[src/rtl/core/pwft_pkg.sv]
package pwft_pkg;

  // Width of a length-delimited payload count; longer lengths are rejected.
  localparam int LENGTH_BITS      = 32;
  // Longest varint that is accepted, in bytes.
  localparam int VARINT_MAX_BYTES = 10;

  // Wire types taken from the low three key bits.
  localparam logic [2:0] WIRE_VARINT  = 3'd0;
  localparam logic [2:0] WIRE_FIXED64 = 3'd1;
  localparam logic [2:0] WIRE_LENGTH  = 3'd2;
  localparam logic [2:0] WIRE_FIXED32 = 3'd5;

  // Payload byte counts of the fixed-width wire types.
  localparam int FIXED64_BYTES = 8;
  localparam int FIXED32_BYTES = 4;

  // Result kinds.
  localparam logic [1:0] EV_VARINT  = 2'd0;
  localparam logic [1:0] EV_LENGTH  = 2'd1;
  localparam logic [1:0] EV_PAYLOAD = 2'd2;
  localparam logic [1:0] EV_ERROR   = 2'd3;

  // Error codes.
  localparam logic [2:0] ERR_NONE       = 3'd0;
  localparam logic [2:0] ERR_VARINT_LEN = 3'd1;
  localparam logic [2:0] ERR_FIELD_ZERO = 3'd2;
  localparam logic [2:0] ERR_WIRE_TYPE  = 3'd3;
  localparam logic [2:0] ERR_TRUNCATED  = 3'd4;

  typedef struct packed {
    logic [7:0] data_byte;
    logic       message_last;
  } in_t;

  typedef struct packed {
    logic [1:0]  event_kind;
    logic [31:0] field_number;
    logic [2:0]  wire_kind;
    logic [63:0] field_value;
    logic [7:0]  payload_byte;
    logic        field_done;
    logic        message_end;
    logic [2:0]  error_code;
  } out_t;

  // Handshake between the pipeline shell and the decoder.
  typedef struct packed {
    logic step;       // decoder consumes the staged byte this cycle
  } step_ctl_t;

  typedef struct packed {
    logic res_valid;  // the consumed byte produces a result
  } step_sts_t;

endpackage

[src/rtl/core/pwft_decoder.sv]
module pwft_decoder (
  input  logic              clk,
  input  logic              rst,
  input  pwft_pkg::step_ctl_t ctl,
  input  pwft_pkg::in_t     item,
  output pwft_pkg::step_sts_t sts,
  output pwft_pkg::out_t    res
);
  import pwft_pkg::*;

  typedef enum logic [1:0] {
    PH_KEY,
    PH_VALUE,
    PH_LENGTH,
    PH_PAYLOAD
  } phase_t;

  phase_t                 phase, phase_next;
  logic [63:0]            acc, acc_next;
  logic [3:0]             cnt, cnt_next;
  logic [31:0]            cur_field, cur_field_next;
  logic [2:0]             cur_wire, cur_wire_next;
  logic [LENGTH_BITS-1:0] rem, rem_next;
  logic                   skipping, skipping_next;

  logic [5:0]             shamt;
  logic [63:0]            acc_sum;
  logic [3:0]             cnt_inc;
  logic [LENGTH_BITS-1:0] rem_dec;
  logic                   do_fail;
  logic [2:0]             fail_code;
  logic                   last;

  assign last    = item.message_last;
  assign shamt   = 6'({cnt, 3'b000} - {3'b000, cnt});
  assign acc_sum = acc | ({57'd0, item.data_byte[6:0]} << shamt);
  assign cnt_inc = cnt + 4'd1;
  assign rem_dec = (rem != '0) ? rem - LENGTH_BITS'(1) : rem;

  always_comb begin
    phase_next     = phase;
    acc_next       = acc;
    cnt_next       = cnt;
    cur_field_next = cur_field;
    cur_wire_next  = cur_wire;
    rem_next       = rem;
    skipping_next  = skipping;
    do_fail        = 1'b0;
    fail_code      = ERR_NONE;
    sts.res_valid  = 1'b0;
    res            = '0;

    if (skipping) begin
      if (last) begin
        skipping_next = 1'b0;
        phase_next    = PH_KEY;
        acc_next      = '0;
        cnt_next      = '0;
        rem_next      = '0;
      end
    end else if (phase == PH_PAYLOAD) begin
      rem_next = rem_dec;
      if (rem_dec == '0) begin
        phase_next       = PH_KEY;
        sts.res_valid    = 1'b1;
        res.event_kind   = EV_PAYLOAD;
        res.payload_byte = item.data_byte;
        res.field_done   = 1'b1;
        res.message_end  = last;
      end else if (last) begin
        do_fail   = 1'b1;
        fail_code = ERR_TRUNCATED;
      end else begin
        sts.res_valid    = 1'b1;
        res.event_kind   = EV_PAYLOAD;
        res.payload_byte = item.data_byte;
      end
    end else begin
      acc_next = acc_sum;
      cnt_next = cnt_inc;
      if (item.data_byte[7]) begin
        if (cnt_inc >= 4'(VARINT_MAX_BYTES)) begin
          do_fail   = 1'b1;
          fail_code = ERR_VARINT_LEN;
        end else if (last) begin
          do_fail   = 1'b1;
          fail_code = ERR_TRUNCATED;
        end
      end else begin
        acc_next = '0;
        cnt_next = '0;
        case (phase)
          PH_VALUE: begin
            phase_next      = PH_KEY;
            sts.res_valid   = 1'b1;
            res.event_kind  = EV_VARINT;
            res.field_value = acc_sum;
            res.field_done  = 1'b1;
            res.message_end = last;
          end
          PH_LENGTH: begin
            if ((acc_sum >> LENGTH_BITS) != 64'd0) begin
              do_fail   = 1'b1;
              fail_code = ERR_TRUNCATED;
            end else if (acc_sum == 64'd0) begin
              phase_next      = PH_KEY;
              sts.res_valid   = 1'b1;
              res.event_kind  = EV_LENGTH;
              res.field_done  = 1'b1;
              res.message_end = last;
            end else if (last) begin
              do_fail   = 1'b1;
              fail_code = ERR_TRUNCATED;
            end else begin
              rem_next        = acc_sum[LENGTH_BITS-1:0];
              phase_next      = PH_PAYLOAD;
              sts.res_valid   = 1'b1;
              res.event_kind  = EV_LENGTH;
              res.field_value = acc_sum;
            end
          end
          default: begin
            // Key byte completes: latch field number and wire type, then check.
            phase_next     = PH_KEY;
            cur_field_next = acc_sum[34:3];
            cur_wire_next  = acc_sum[2:0];
            if (acc_sum[34:3] == 32'd0) begin
              do_fail   = 1'b1;
              fail_code = ERR_FIELD_ZERO;
            end else if (acc_sum[2:0] != WIRE_VARINT && acc_sum[2:0] != WIRE_FIXED64 &&
                         acc_sum[2:0] != WIRE_LENGTH && acc_sum[2:0] != WIRE_FIXED32) begin
              do_fail   = 1'b1;
              fail_code = ERR_WIRE_TYPE;
            end else if (last) begin
              do_fail   = 1'b1;
              fail_code = ERR_TRUNCATED;
            end else if (acc_sum[2:0] == WIRE_VARINT) begin
              phase_next = PH_VALUE;
            end else if (acc_sum[2:0] == WIRE_LENGTH) begin
              phase_next = PH_LENGTH;
            end else begin
              rem_next   = (acc_sum[2:0] == WIRE_FIXED64) ? LENGTH_BITS'(FIXED64_BYTES)
                                                          : LENGTH_BITS'(FIXED32_BYTES);
              phase_next = PH_PAYLOAD;
            end
          end
        endcase
      end
    end

    if (do_fail) begin
      phase_next      = PH_KEY;
      acc_next        = '0;
      cnt_next        = '0;
      rem_next        = '0;
      skipping_next   = !last;
      sts.res_valid   = 1'b1;
      res             = '0;
      res.event_kind  = EV_ERROR;
      res.message_end = last;
      res.error_code  = fail_code;
    end

    // Every result reports the field as it stands after this byte.
    res.field_number = cur_field_next;
    res.wire_kind    = cur_wire_next;
  end

  always_ff @(posedge clk) begin
    if (rst) begin
      phase     <= PH_KEY;
      acc       <= '0;
      cnt       <= '0;
      cur_field <= '0;
      cur_wire  <= '0;
      rem       <= '0;
      skipping  <= 1'b0;
    end else if (ctl.step) begin
      phase     <= phase_next;
      acc       <= acc_next;
      cnt       <= cnt_next;
      cur_field <= cur_field_next;
      cur_wire  <= cur_wire_next;
      rem       <= rem_next;
      skipping  <= skipping_next;
    end
  end

  a_err_starts_skip: assert property (@(posedge clk) disable iff (rst)
    ctl.step && sts.res_valid && res.event_kind == EV_ERROR && !last |=> skipping)
    else $error("error before the message end did not start skipping");

  a_skip_silent: assert property (@(posedge clk) disable iff (rst)
    ctl.step && skipping |-> !sts.res_valid)
    else $error("result produced while skipping");

  a_payload_count: assert property (@(posedge clk) disable iff (rst)
    phase == PH_PAYLOAD |-> rem != '0)
    else $error("payload phase with no bytes remaining");

  a_varint_count: assert property (@(posedge clk) disable iff (rst)
    cnt < 4'(VARINT_MAX_BYTES))
    else $error("varint byte count out of range");

  a_end_resyncs: assert property (@(posedge clk) disable iff (rst)
    ctl.step && sts.res_valid && res.message_end |=> phase == PH_KEY && !skipping && cnt == '0)
    else $error("message end did not return to key reading");

endmodule

[src/rtl/core/protobuf_wire_field_tokenizer.sv]
// Channel   Direction  Payload  Handshake
// in        input      in_t     in_valid / in_stall, transfer when valid and not stall
// out       output     out_t    out_valid / out_stall, transfer when valid and not stall
//
// One byte is taken per cycle unless a stalled result holds the pipe; a result passes
// through the input register, the combinational decoder and the result register.
// Reset is synchronous and active high; it empties both registers and puts the
// decoder back to reading a key with no skip pending.
// A stalled result holds the pipe: the input register drains only when the result
// register is empty or its result is being transferred in the same cycle.
module protobuf_wire_field_tokenizer (
  input  logic           clk,
  input  logic           rst,
  input  logic           in_valid,
  output logic           in_stall,
  input  pwft_pkg::in_t  in_data,
  output logic           out_valid,
  input  logic           out_stall,
  output pwft_pkg::out_t out_data
);
  import pwft_pkg::*;

  // Input register: holds one byte until the decoder can consume it.
  logic      stage_valid;
  in_t       stage_data;

  // The decoder consumes the staged byte whenever the result register can take
  // whatever that byte produces. Bytes that produce nothing advance the same way.
  logic      advance;
  step_ctl_t ctl;
  step_sts_t sts;
  out_t      res;

  assign advance  = stage_valid && (!out_valid || !out_stall);
  assign in_stall = stage_valid && !advance;
  assign ctl.step = advance;

  pwft_decoder u_decoder (
    .clk  (clk),
    .rst  (rst),
    .ctl  (ctl),
    .item (stage_data),
    .sts  (sts),
    .res  (res)
  );

  always_ff @(posedge clk) begin
    if (rst) begin
      stage_valid <= 1'b0;
    end else if (in_valid && !in_stall) begin
      stage_valid <= 1'b1;
    end else if (advance) begin
      stage_valid <= 1'b0;
    end
  end

  always_ff @(posedge clk) begin
    if (in_valid && !in_stall) begin
      stage_data <= in_data;
    end
  end

  // Result register: a new result replaces the old one only once it has been
  // transferred, so a stalled payload stays put.
  always_ff @(posedge clk) begin
    if (rst) begin
      out_valid <= 1'b0;
    end else if (advance) begin
      out_valid <= sts.res_valid;
    end else if (!out_stall) begin
      out_valid <= 1'b0;
    end
  end

  always_ff @(posedge clk) begin
    if (advance && sts.res_valid) begin
      out_data <= res;
    end
  end

endmodule
[config.mk]
export PLATFORM = sky130hd
export DESIGN_NAME = protobuf_wire_field_tokenizer
export DESIGN_NICKNAME = d
export VERILOG_FILES = /design/src/rtl/core/pwft_pkg.sv /design/src/rtl/core/pwft_decoder.sv /design/src/rtl/core/protobuf_wire_field_tokenizer.sv
export SDC_FILE = /design/constraint.sdc
export NUM_CORES = 1
export LEC_CHECK = 0
export ABC_CLOCK_PERIOD_IN_PS = 10800
export BUFFER_PORTS_ARGS = -buffer_cell sky130_fd_sc_hd__buf_2
export CORE_MARGIN = 10
export CORE_UTILIZATION = 60
export CTS_CLUSTER_DIAMETER = 150
export DETAILED_ROUTE_END_ITERATION = 6
export GPL_ROUTABILITY_DRIVEN = 0
export PLACE_DENSITY = 0.87
export SYNTH_ARGS = -nofsm -noshare
export SYNTH_HDL_FRONTEND = slang
export SYNTH_SLANG_ARGS = --single-unit
[constraint.sdc]
create_clock -name clk -period 10.8 [get_ports clk]
set_input_delay 0.54 -clock clk [delete_from_list [all_inputs] [get_ports clk]]
set_output_delay 0.54 -clock clk [all_outputs]
set_load 0.05 [all_outputs]
Yosys cells after proc, flatten, opt, wreduce, memory -nomap -nowiden
Index checks and enable logic that the tools add are counted.

storage, ports and cells
  register bits after elaboration = 263

operators by class
  $add $sub $neg = 3
  $lt $le $gt $ge = 1
  eq/ne operators = 22
  shift operators = 1
  muxes and demuxes = 109
  bitwise logic cells = 3
  reduce and logical (&&, ||, !) cells = 29

operators with widths
  kind                     number
  $mux W32                 18
  $mux W64                 8
  $pmux W64 S2             1
  $logic_not A32 Y1        2
  $logic_not A64 Y1        1
  $or A64 B64 Y64          1
  $pmux W32 S2             1
  $reduce_bool A64 Y1      1
  $shl A7 B6 Y64           1
  $mux W2                  26
  $mux W3                  14
  $reduce_bool A32 Y1      1
  $sub A32 B1 Y32 const B  1
  $mux W4                  7
  $mux W1                  27
  $ne A5 B2 Y1 const B     4
  $ne A9 B5 Y1 const B     2
  $mux W8                  2
  $ne A4 B1 Y1 const B     3
  $reduce_and A11 Y1       1
  $pmux W2 S2              2
  $logic_and A1 B1 Y1      7
  $ne A3 B1 Y1 const B     2
  $ne A3 B3 Y1 const B     2
  other kinds (24)         33

Longest topological paths before layout
Gate-level depths: netlist of run 1.

  word-level depth = 15
  gate-level depth with buffers = 21
  gate-level depth less buffers = 14

Modules after synthesis
A second synthesis of run 1 with hierarchy kept.

second synthesis, totals
  cell total of the unflattened synthesis = 1,470
  area, all modules = 13,455.4 µm²

by module, submodules not included
  module                         times used  cells an instance  area each (µm²)  seq. area each (µm²)
  pwft_decoder                   1           1,335              9,668.0          2,762.6
  protobuf_wire_field_tokenizer  1           135                3,787.4          3,733.6

Worst setup path before layout of run 1
No wires, ideal clock.

  kind = reg2reg
  from = reg u_decoder.cnt[1]
  to = reg out_data[0] in the netlist's numbering, enable pin
  setup time = 0.589 ns
  data arrival time = 8.821 ns
  data required time = 10.211 ns
  slack = 1.390 ns
  stages on the path, launching flop included = 19
  path buffers = 5
  cell sequence = dfxtp_1 -> buf_4 -> buf_6 -> buf_2 -> inv_1 -> ha_1 -> buf_6 -> mux2_4 -> mux4_2 -> buf_6 -> a221oi_2 -> nand4_1 -> nor4_2 -> nand3_1 -> a31o_1 -> a31oi_1 -> o21ai_1 -> and3_1 -> nor2_1

on the way
  cells in the longest elaborated chain, start to end = 15
  elaborated cells on any way between the ends = 32
  classes of those cells = add/sub (2); order compare (1); eq/ne (3); shift (1); mux (16); bitwise (1); reduce/logical (8)

RTL lines
  element                                             line                                 text
  from (decl)                                         pwft_decoder.sv:20                   logic [3:0] cnt, cnt_next;
  from (signal assigned)                              pwft_decoder.sv:181                  cnt <= cnt_next;
  $sub A6 B4 Y6                                       pwft_decoder.sv:35                   assign shamt = 6'({cnt, 3'b000} - {3'b000, cnt});
  $shl A7 B6 Y64                                      pwft_decoder.sv:36                   assign acc_sum = acc | ({57'd0, item.data_byte[6:0]} << shamt);
  $or A64 B64 Y64                                     pwft_decoder.sv:36
  $ne A3 B1 Y1 or $reduce_bool A3 Y1 (tied branches)  pwft_decoder.sv:130                  end else if (acc_sum[2:0] != WIRE_VARINT && acc_sum[2:0] != WIRE_FIXED64 &&
  $logic_and A1 B1 Y1 (2 in series)                   pwft_decoder.sv:130
  $logic_and A1 B1 Y1                                 pwft_decoder.sv:131                  acc_sum[2:0] != WIRE_LENGTH && acc_sum[2:0] != WIRE_FIXED32) begin
  $mux W1                                             pwft_decoder.sv:130
  $mux W1                                             pwft_decoder.sv:127                  if (acc_sum[34:3] == 32'd0) begin
  $pmux W1 S2                                         pwft_decoder.sv:92                   case (phase)
  $mux W1                                             pwft_decoder.sv:81                   if (item.data_byte[7]) begin
  $mux W1                                             pwft_decoder.sv:61                   end else if (phase == PH_PAYLOAD) begin
  $mux W1                                             pwft_decoder.sv:53                   if (skipping) begin
  $mux W1 *                                           pwft_decoder.sv:151                  if (do_fail) begin
  $logic_and A1 B1 Y1 *                               protobuf_wire_field_tokenizer.sv:76  if (advance && sts.res_valid) begin
  to (signal assigned)                                protobuf_wire_field_tokenizer.sv:77  out_data <= res;
  to (decl)                                           protobuf_wire_field_tokenizer.sv:19  output pwft_pkg::out_t out_data

Every way passes the cells marked *; elsewhere a longest branch is shown, timed or not.
A chain may end at the register's enable or synchronous reset.

Worst setup path in the final report of run 1
  from = reg u_decoder.cnt[1]
  to = reg out_data[111] in the netlist's numbering, enable pin

Same word-level chain as after synthesis.

==> key figures, run 1 <==
Clock network
  • Maximum level of the CTS H-tree: 1
  • Setup bufs post-CTS: 0
  • Clock buffer depth: 3
  • Clock sink count: 263
  • Cell at the root of the clock tree: sky130_fd_sc_hd__clkbuf_16
  • Number of buffers created by CTS: 27
  • TritonCTS clock tree: yes
  • Source-to-sink clock delay at the later pin of the worst-skew pair: 0.55 ns
  • Hold Buf Count CTS: 0
  • Cells resized by post-CTS repair: 0
  • Clk slew on worst S/H paths: 0.06 ns

Synthesis
  • Cells after Synth: 1510
  • Leading register cell type out of synthesis: sky130_fd_sc_hd__dfxtp_1
  • Synth Cell Area: 13670 sq um
  • Flip-flop and latch count after synthesis: 263
  • Number of warnings reported in the yosys synthesis log: 0
  • Most area-hungry cell type in the Yosys netlist: sky130_fd_sc_hd__edfxtp_1
  • Number of enable-type register cells in the synthesized netlist: 123
  • Main area contributors after synthesis: sky130_fd_sc_hd__edfxtp_1 (27%), sky130_fd_sc_hd__dfxtp_1 (21%), sky130_fd_sc_hd__a21oi_1 (6.9%)
  • Fraction of registers with async set or reset after synthesis: 0
  • Count of cell types in the netlist: 87
  • Post-synth top area share: 0.2702
  • Register area share after synthesis: 0.4753
  • Net Count, Synth: 1531
  • Mean instance size in the synthesized netlist: 9.052 sq um

Timing
  • RSZ-0062 raised after global routing: no
  • Final Hold Slack: 0.1647 ns
  • Final TNS setup: 0 ns
  • Hold violation count in the final report: 0
  • Actual slew at the worst max-slew pin: 1.255 ns
  • Crit path time final: 7.361 ns
  • Worst rel slew slack: 0.1615
  • Count of final max-slew check failures: 0
  • Final critical-path share of the clock period: 0.6816
  • Worst setup skew after layout: 0.01065 ns
  • Highest clock rate: 135.9 MHz
  • Count of endpoints failing setup in the final report: 0

Setup path
  • CP Class: reg -> reg
  • Required time at the worst-slack endpoint: 10.97 ns
  • Crit path arrival time: 7.53 ns
  • Origin of the worst setup path: u_decoder.cnt[1]
  • Category of the worst setup path launch point: flop
  • Capture point of the worst path: out_data[111]
  • RR Startpoint: u_decoder.cnt[1]
  • Reg2reg setup slack: 3.44 ns
  • Crit end category: flop
  • Cells on worst reg2reg path: 15
  • Capture instance of the worst register-to-register path: out_data[111]
  • Maximum fanout count along the critical path: 72

Flow run
  • Max Cap Violations: 0

Power
  • Worst supply voltage drop on vdd: 0.1520 mV
  • Cell leakage power: 5.635 nW
  • P per Cell Area: 157.5 nW/um^2

Cells and area
  • Count of nets after finishing: 1602
  • Share of the core filled with cells: 0.6781
  • Proportion of layout cells with a drive suffix above 1: 0.1467
  • Synthesis-to-finish area growth: 11.64%
  • Count of non-filler cells in the finished layout: 1887
  • Count of inserted antenna diode cells: 0

Drt
  • Post-detailed-route wirelength per cell: 22.54 microns
  • Initial DRC Count: 2007
  • First-pass iteration count of the detailed router: 6
  • Vias per std cell: 6.764
  • DRC Markers: 0
  • Antenna Violating Nets Remaining: 0
  • Total length of routed wires: 42.53 mm
  • Detailed-route via count: 12760

Placed design
  • Placed cells: 1837
  • Number of input and output port buffers inserted: 128
  • DPL Wire Length: 29.08 mm

Global route
  • Vias in the first global route: 11810
  • Grt total ovfl: 0
  • Total global-route track usage: 0.2809
  • Initial antenna violation count: 0
  • Maximum number of pins on one net before global-route repair: 102
  • Wire length of the first global-routing pass: 65.75 mm

Floorplanning
  • Effective utilization at floorplan: 0.6074
  • Boundary pin count: 129
  • Placeable core region: 22500 sq um
  • Vert. Die Dim: 170.9 microns
  • Total die area: 29220 sq um
  • Die boundary width: 170.9 microns
  • Number of standard-cell rows in the floorplan: 55

Run status
  • Status: finished clean

Worst hold path
  • Hold WC Path Type: in -> reg
layout make-up:
type / instances / area, sq um
well taps: 285 / 356.6
clock buffers: 34 / 721.9
inverters: 25 / 93.84
multi-input cells: 1118 / 6576
flip-flops and latches: 263 / 6496
clock inverters: 16 / 235.2
repair buffers: 146 / 778.2
fillers: 1695 / 7244
Yosys cell counts, types with 6 or more instances:
library cell               instances
sky130_fd_sc_hd__a211oi_1          7
sky130_fd_sc_hd__a21o_1            7
sky130_fd_sc_hd__a21oi_1         189
sky130_fd_sc_hd__a221oi_1          8
sky130_fd_sc_hd__a31oi_1          14
sky130_fd_sc_hd__and2_1           20
sky130_fd_sc_hd__and3_1           10
sky130_fd_sc_hd__buf_2            33
sky130_fd_sc_hd__clkbuf_1         53
sky130_fd_sc_hd__dfxtp_1         140
sky130_fd_sc_hd__edfxtp_1        123
sky130_fd_sc_hd__ha_1              8
sky130_fd_sc_hd__inv_1            22
sky130_fd_sc_hd__mux2i_1          58
sky130_fd_sc_hd__nand2_1         111
sky130_fd_sc_hd__nand2b_1         41
sky130_fd_sc_hd__nand3_1          27
sky130_fd_sc_hd__nand4_1          17
sky130_fd_sc_hd__nand4b_1          7
sky130_fd_sc_hd__nor2_1          241
sky130_fd_sc_hd__nor2b_1          15
sky130_fd_sc_hd__nor3_1           65
sky130_fd_sc_hd__nor4_1           18
sky130_fd_sc_hd__o211ai_1         12
sky130_fd_sc_hd__o21a_1           13
sky130_fd_sc_hd__o21ai_0          41
sky130_fd_sc_hd__o21ai_1           6
sky130_fd_sc_hd__o22ai_1          23
sky130_fd_sc_hd__or2_2             7
sky130_fd_sc_hd__or3_1            10
sky130_fd_sc_hd__or4_1             8
sky130_fd_sc_hd__xnor2_1          20
sky130_fd_sc_hd__xor2_1           13
power breakdown:
part,leakage (nW),switching [mW],total [mW],internal (mW)
registers,2.26,0.0162,1.09,1.08
clock network,0.459,0.409,1.01,0.599
logic,2.92,0.229,0.300,0.0713
total,5.64,0.655,2.40,1.75
per-layer routing:
layer | global-route usage | up-vias | part of all wire
met1 | 0.3666 | 5886 | 0.37
li1 | - | 5623 | -
met2 | 0.4132 | 1034 | 0.42
met5 | 0 | - | 0
met3 | 0.07788 | 221 | 0.14
met4 | 0.1558 | 0 | 0.064
how the worst min path moves through the flow:
stage	start	end	slack (ns)	cells after the start
3_5_place_dp	u_decoder.cur_wire[1]	u_decoder.cur_wire[1]	0.45	2
3_3_place_gp	u_decoder.cur_wire[0]	u_decoder.cur_wire[0]	0.44	2
6_report	in_data[1]	stage_data[1]	0.16	1
4_1_cts	in_data[1]	stage_data[1]	0.16	1
5_1_grt	in_data[1]	stage_data[1]	0.16	1
2_1_floorplan	u_decoder.acc[59]	u_decoder.acc[59]	0.43	2
layout by cell type, fill, tap and decap left out, types with 20 or more instances in the layout:
master                        n
sky130_fd_sc_hd__a21oi_1    189
sky130_fd_sc_hd__and2_1      20
sky130_fd_sc_hd__buf_2      127
sky130_fd_sc_hd__clkbuf_16   27
sky130_fd_sc_hd__dfxtp_1    140
sky130_fd_sc_hd__edfxtp_1   123
sky130_fd_sc_hd__inv_1       22
sky130_fd_sc_hd__mux2i_1     58
sky130_fd_sc_hd__nand2_1    110
sky130_fd_sc_hd__nand2b_1    41
sky130_fd_sc_hd__nand3_1     27
sky130_fd_sc_hd__nor2_1     240
sky130_fd_sc_hd__nor3_1      65
sky130_fd_sc_hd__o21ai_0     41
sky130_fd_sc_hd__o22ai_1     23
sky130_fd_sc_hd__xnor2_1     20
registers in the layout, summed over array words and instances (netlist names):
name,count
u_decoder.cur_field,32
out_valid,1
stage_data,9
u_decoder.cnt,4
stage_valid,1
u_decoder.cur_wire,3
u_decoder.rem,32
u_decoder.acc,64
u_decoder.skipping,1
u_decoder.phase,2
out_data,114
worst max-delay path, stage by stage, from the launching register on:
cell,delay (ns)
sky130_fd_sc_hd__dfxtp_1,1.02
sky130_fd_sc_hd__inv_1,0.24
sky130_fd_sc_hd__ha_1,0.50
sky130_fd_sc_hd__xnor2_1,0.91
sky130_fd_sc_hd__mux4_2,0.79
sky130_fd_sc_hd__a21oi_1,0.44
sky130_fd_sc_hd__and2_0,0.20
sky130_fd_sc_hd__nand4_1,0.09
sky130_fd_sc_hd__nor3_1,0.52
sky130_fd_sc_hd__nand3_1,0.27
sky130_fd_sc_hd__a31o_1,0.30
sky130_fd_sc_hd__a31oi_1,0.35
sky130_fd_sc_hd__o21ai_1,0.18
sky130_fd_sc_hd__and3_1,0.23
sky130_fd_sc_hd__nor2_4,0.10
sky130_fd_sc_hd__buf_4,0.72
cell families after synthesis:
family	synth area share
adders and majority gates	0.007324
xor gates and xnor gates	0.02115
DFF	0.4753
muxes	0.05483
and+or+nand+nor	0.2240
buffers and inverters	0.04504
AOI/OAI and AO/OA	0.1724
through the flow:
stage,cell area [sq um],worst slack [ns],power (mW)
4_1_cts,15260,3.690,2.397
3_5_place_dp,14300,3.757,1.405
5_1_grt,15260,3.044,2.463
6_report,15260,3.439,2.404
3_3_place_gp,14300,4.036,1.401
2_1_floorplan,13670,1.390,1.335
Note: power is estimated with default switching activity, not from simulation.
==> inputs of run 2 (changes only) <==
--- a/config.mk
+++ b/config.mk
@@ -5,7 +5,7 @@
 export SDC_FILE = /design/constraint.sdc
 export NUM_CORES = 1
 export LEC_CHECK = 0
-export ABC_CLOCK_PERIOD_IN_PS = 10800
+export ABC_CLOCK_PERIOD_IN_PS = 6840
 export BUFFER_PORTS_ARGS = -buffer_cell sky130_fd_sc_hd__buf_2
 export CORE_MARGIN = 10
 export CORE_UTILIZATION = 60
==> constraint.sdc (replaced) <==
create_clock -name clk -period 6.84 [get_ports clk]
set_input_delay 0.342 -clock clk [delete_from_list [all_inputs] [get_ports clk]]
set_output_delay 0.342 -clock clk [all_outputs]
set_load 0.05 [all_outputs]
==> run 2 against run 1 <==
  * The run now ends with design-rule violations left
  * Power increased by 50%
  * Sequential share of layout area decreased by 0.25 points
  * Die area unchanged
  * Clock power increased by 38%
  * Sequential power increased by 59%
  * Critical path type unchanged
  * Highest routed layer unchanged
==> key figures, run 2 (synthesis results as in run 1) <==
Run status
  • Status: complete, but fails checks
  • Violations in the final reports: design-rule violations

Clock network
  • Number of buffers created by CTS: 26
  • TritonCTS clock tree: yes
  • Clock sink count: 263
  • Source-to-sink clock delay at the later pin of the worst-skew pair: 0.55 ns
  • Cell at the root of the clock tree: sky130_fd_sc_hd__clkbuf_16
  • Maximum level of the CTS H-tree: 1
  • Clock buffer depth: 3
  • Setup bufs post-CTS: 0
  • Clk slew on worst S/H paths: 0.06 ns

Timing
  • Final TNS setup: 0 ns
  • Final critical-path share of the clock period: 0.8881
  • Worst rel slew slack: 0.08564
  • Count of endpoints failing setup in the final report: 0
  • Hold violation count in the final report: 0
  • Actual slew at the worst max-slew pin: 1.369 ns
  • Count of final max-slew check failures: 0
  • Worst setup skew after layout: 0.02729 ns
  • Crit path time final: 6.075 ns
  • Highest clock rate: 164.6 MHz
  • RSZ-0062 raised after global routing: no

Global route
  • Met3 track demand over resource: 0.07396
  • Maximum number of pins on one net before global-route repair: 98
  • Initial antenna violation count: 0
  • Wire length of the first global-routing pass: 65.05 mm
  • Grt met2 use: 0.4098
  • Grt total ovfl: 0
  • Total global-route track usage: 0.2782
  • Global Route met1 Usage: 0.3734
  • Vias in the first global route: 11470
  • Most used routing layer in global routing: met2

Floorplanning
  • Placeable core region: 22500 sq um
  • Vert. Die Dim: 170.9 microns
  • Number of standard-cell rows in the floorplan: 55
  • Boundary pin count: 129
  • Effective utilization at floorplan: 0.6074
  • Die boundary width: 170.9 microns
  • Total die area: 29220 sq um

Drt
  • Post-detailed-route wirelength per cell: 22.26 microns
  • Initial DRC Count: 2284
  • Vias per std cell: 6.749
  • DRC Markers: 26
  • First-pass iteration count of the detailed router: 7
  • Antenna Violating Nets Remaining: 0
  • Total length of routed wires: 42.51 mm
  • Detailed-route via count: 12890

Setup path
  • Crit path max-delay family: simple AND/OR/NAND/NOR gates
  • Largest incremental delay on the critical path: 0.68 ns
  • Number of buffers and inverters on the critical path: 4
  • Category of the worst setup path launch point: flop
  • Crit path arrival time: 6.24 ns
  • Maximum fanout count along the critical path: 97
  • CP Class: reg -> reg
  • Required time at the worst-slack endpoint: 7.01 ns
  • Crit end category: flop
  • Critical path cell sequence: buf_4 -> inv_1 -> ha_1 -> buf_4 -> mux2i_1 -> o211ai_1 -> and3_1 -> a21oi_2 -> nand4_1 -> nor3_1 -> nand3_1 -> a31o_1 -> a31oi_1 -> o21ai_1 -> and3_1 -> nor2_4 -> buf_12
  • Slowest library cell on the worst path: sky130_fd_sc_hd__ha_1

Cells and area
  • Number of flip-flops in the largest register: 114
  • Most common library cell in the layout ignoring fill and taps: sky130_fd_sc_hd__nor2_1
  • Most flops, register: out_data
  • Count of nets after finishing: 1626
  • Proportion of layout cells with a drive suffix above 1: 0.1520
  • Total area of sequential cells: 6496 sq um
  • Count of non-filler cells in the finished layout: 1910
  • Most frequent cells in the layout: sky130_fd_sc_hd__nor2_1 (240), sky130_fd_sc_hd__a21oi_1 (189), sky130_fd_sc_hd__dfxtp_1 (140), sky130_fd_sc_hd__buf_2 (127), sky130_fd_sc_hd__edfxtp_1 (123)
  • Combined area of the multi-input logic cells: 6576 sq um
  • Largest regs: out_data x114, u_decoder.acc x64
  • Share of the core filled with cells: 0.6821
  • Count of inserted antenna diode cells: 0
  • Synthesis-to-finish area growth: 12.29%
  • Final-layout fill cell count: 1642

Placed design
  • DPL Wire Length: 28.60 mm
  • Number of input and output port buffers inserted: 128
  • Placed cells: 1853

Worst hold path
  • Hold WC Path Type: in -> reg

Power
  • Worst supply voltage drop on vdd: 0.2074 mV
  • P per Cell Area: 234.3 nW/um^2
  • Clock power frac: 0.385
  • Cell leakage power: 5.690 nW
  • Sequential share of power: 0.480
  • Share of power burned in combinational logic: 0.135
  • Net Sw Frac: 0.2807
  • Net switching component of the power: 1.009 mW
  • Internal power: 2.586 mW

Flow run
  • Max Cap Violations: 0
[run 2: worst paths after layout]
check                               start                      end  slack, ns  cells after the start
setup / recovery         u_decoder.cnt[0]             out_data[40]       0.77                     17
hold / removal                   in_valid              stage_valid       0.12                      3
setup reg to reg         u_decoder.cnt[0]             out_data[40]       0.77                     17
hold reg to reg   u_decoder.cur_field[17]  u_decoder.cur_field[17]       0.46                      2
[run 2: layout make-up]
cell class	count	share of cell area
clock inverter	13	0.007011
sequential	263	0.4232
multi-input combinational	1118	0.4285
inverter	25	0.006114
timing repair buffer	171	0.06603
clock buffer	35	0.04590
tap	285	0.02323
[run 2: worst min-delay path: stages]
cell and delay, ns:
sky130_fd_sc_hd__buf_2 0.09, sky130_fd_sc_hd__nor2_1 0.05, sky130_fd_sc_hd__nor2_1 0.12
[run 2: per-stage QoR]
stage	setup WS, ns	hold WS [ns]	power, mW	instance area (sq um)
after detailed placement	1.035	0.4490	2.222	14450
after global routing	0.4863	0.1354	3.694	15350
final	0.7651	0.1162	3.596	15350
after CTS	1.011	0.1071	3.586	15350
after floorplan	0.6537	0.4293	2.104	13680
after global placement	1.228	0.4417	2.213	14450
[run 2: power groups by stage]
stage               Combinational [mW]  Clock (mW)  Sequential, mW
finish                           0.484        1.39            1.73
global placement                 0.455           0            1.76
CTS                              0.473        1.39            1.73
detailed placement               0.464           0            1.76
global route                     0.506        1.46            1.73
floorplan                        0.232           0            1.87
[run 2: metal layers]
layer / part of all wire / wire, microns
met1: 0.37 / 15650
met2: 0.43 / 18240
met3: 0.15 / 6225
met4: 0.056 / 2399
met5: 0 / 0
[run 2: timing repair]
| item | CTS | global route |
|---|---|---|
| gates resized for setup | 0 | 0 |
| setup endpoints to repair | 0 | 0 |
| hold endpoints to repair | 9 | 0 |
| hold buffers | 9 | 0 |
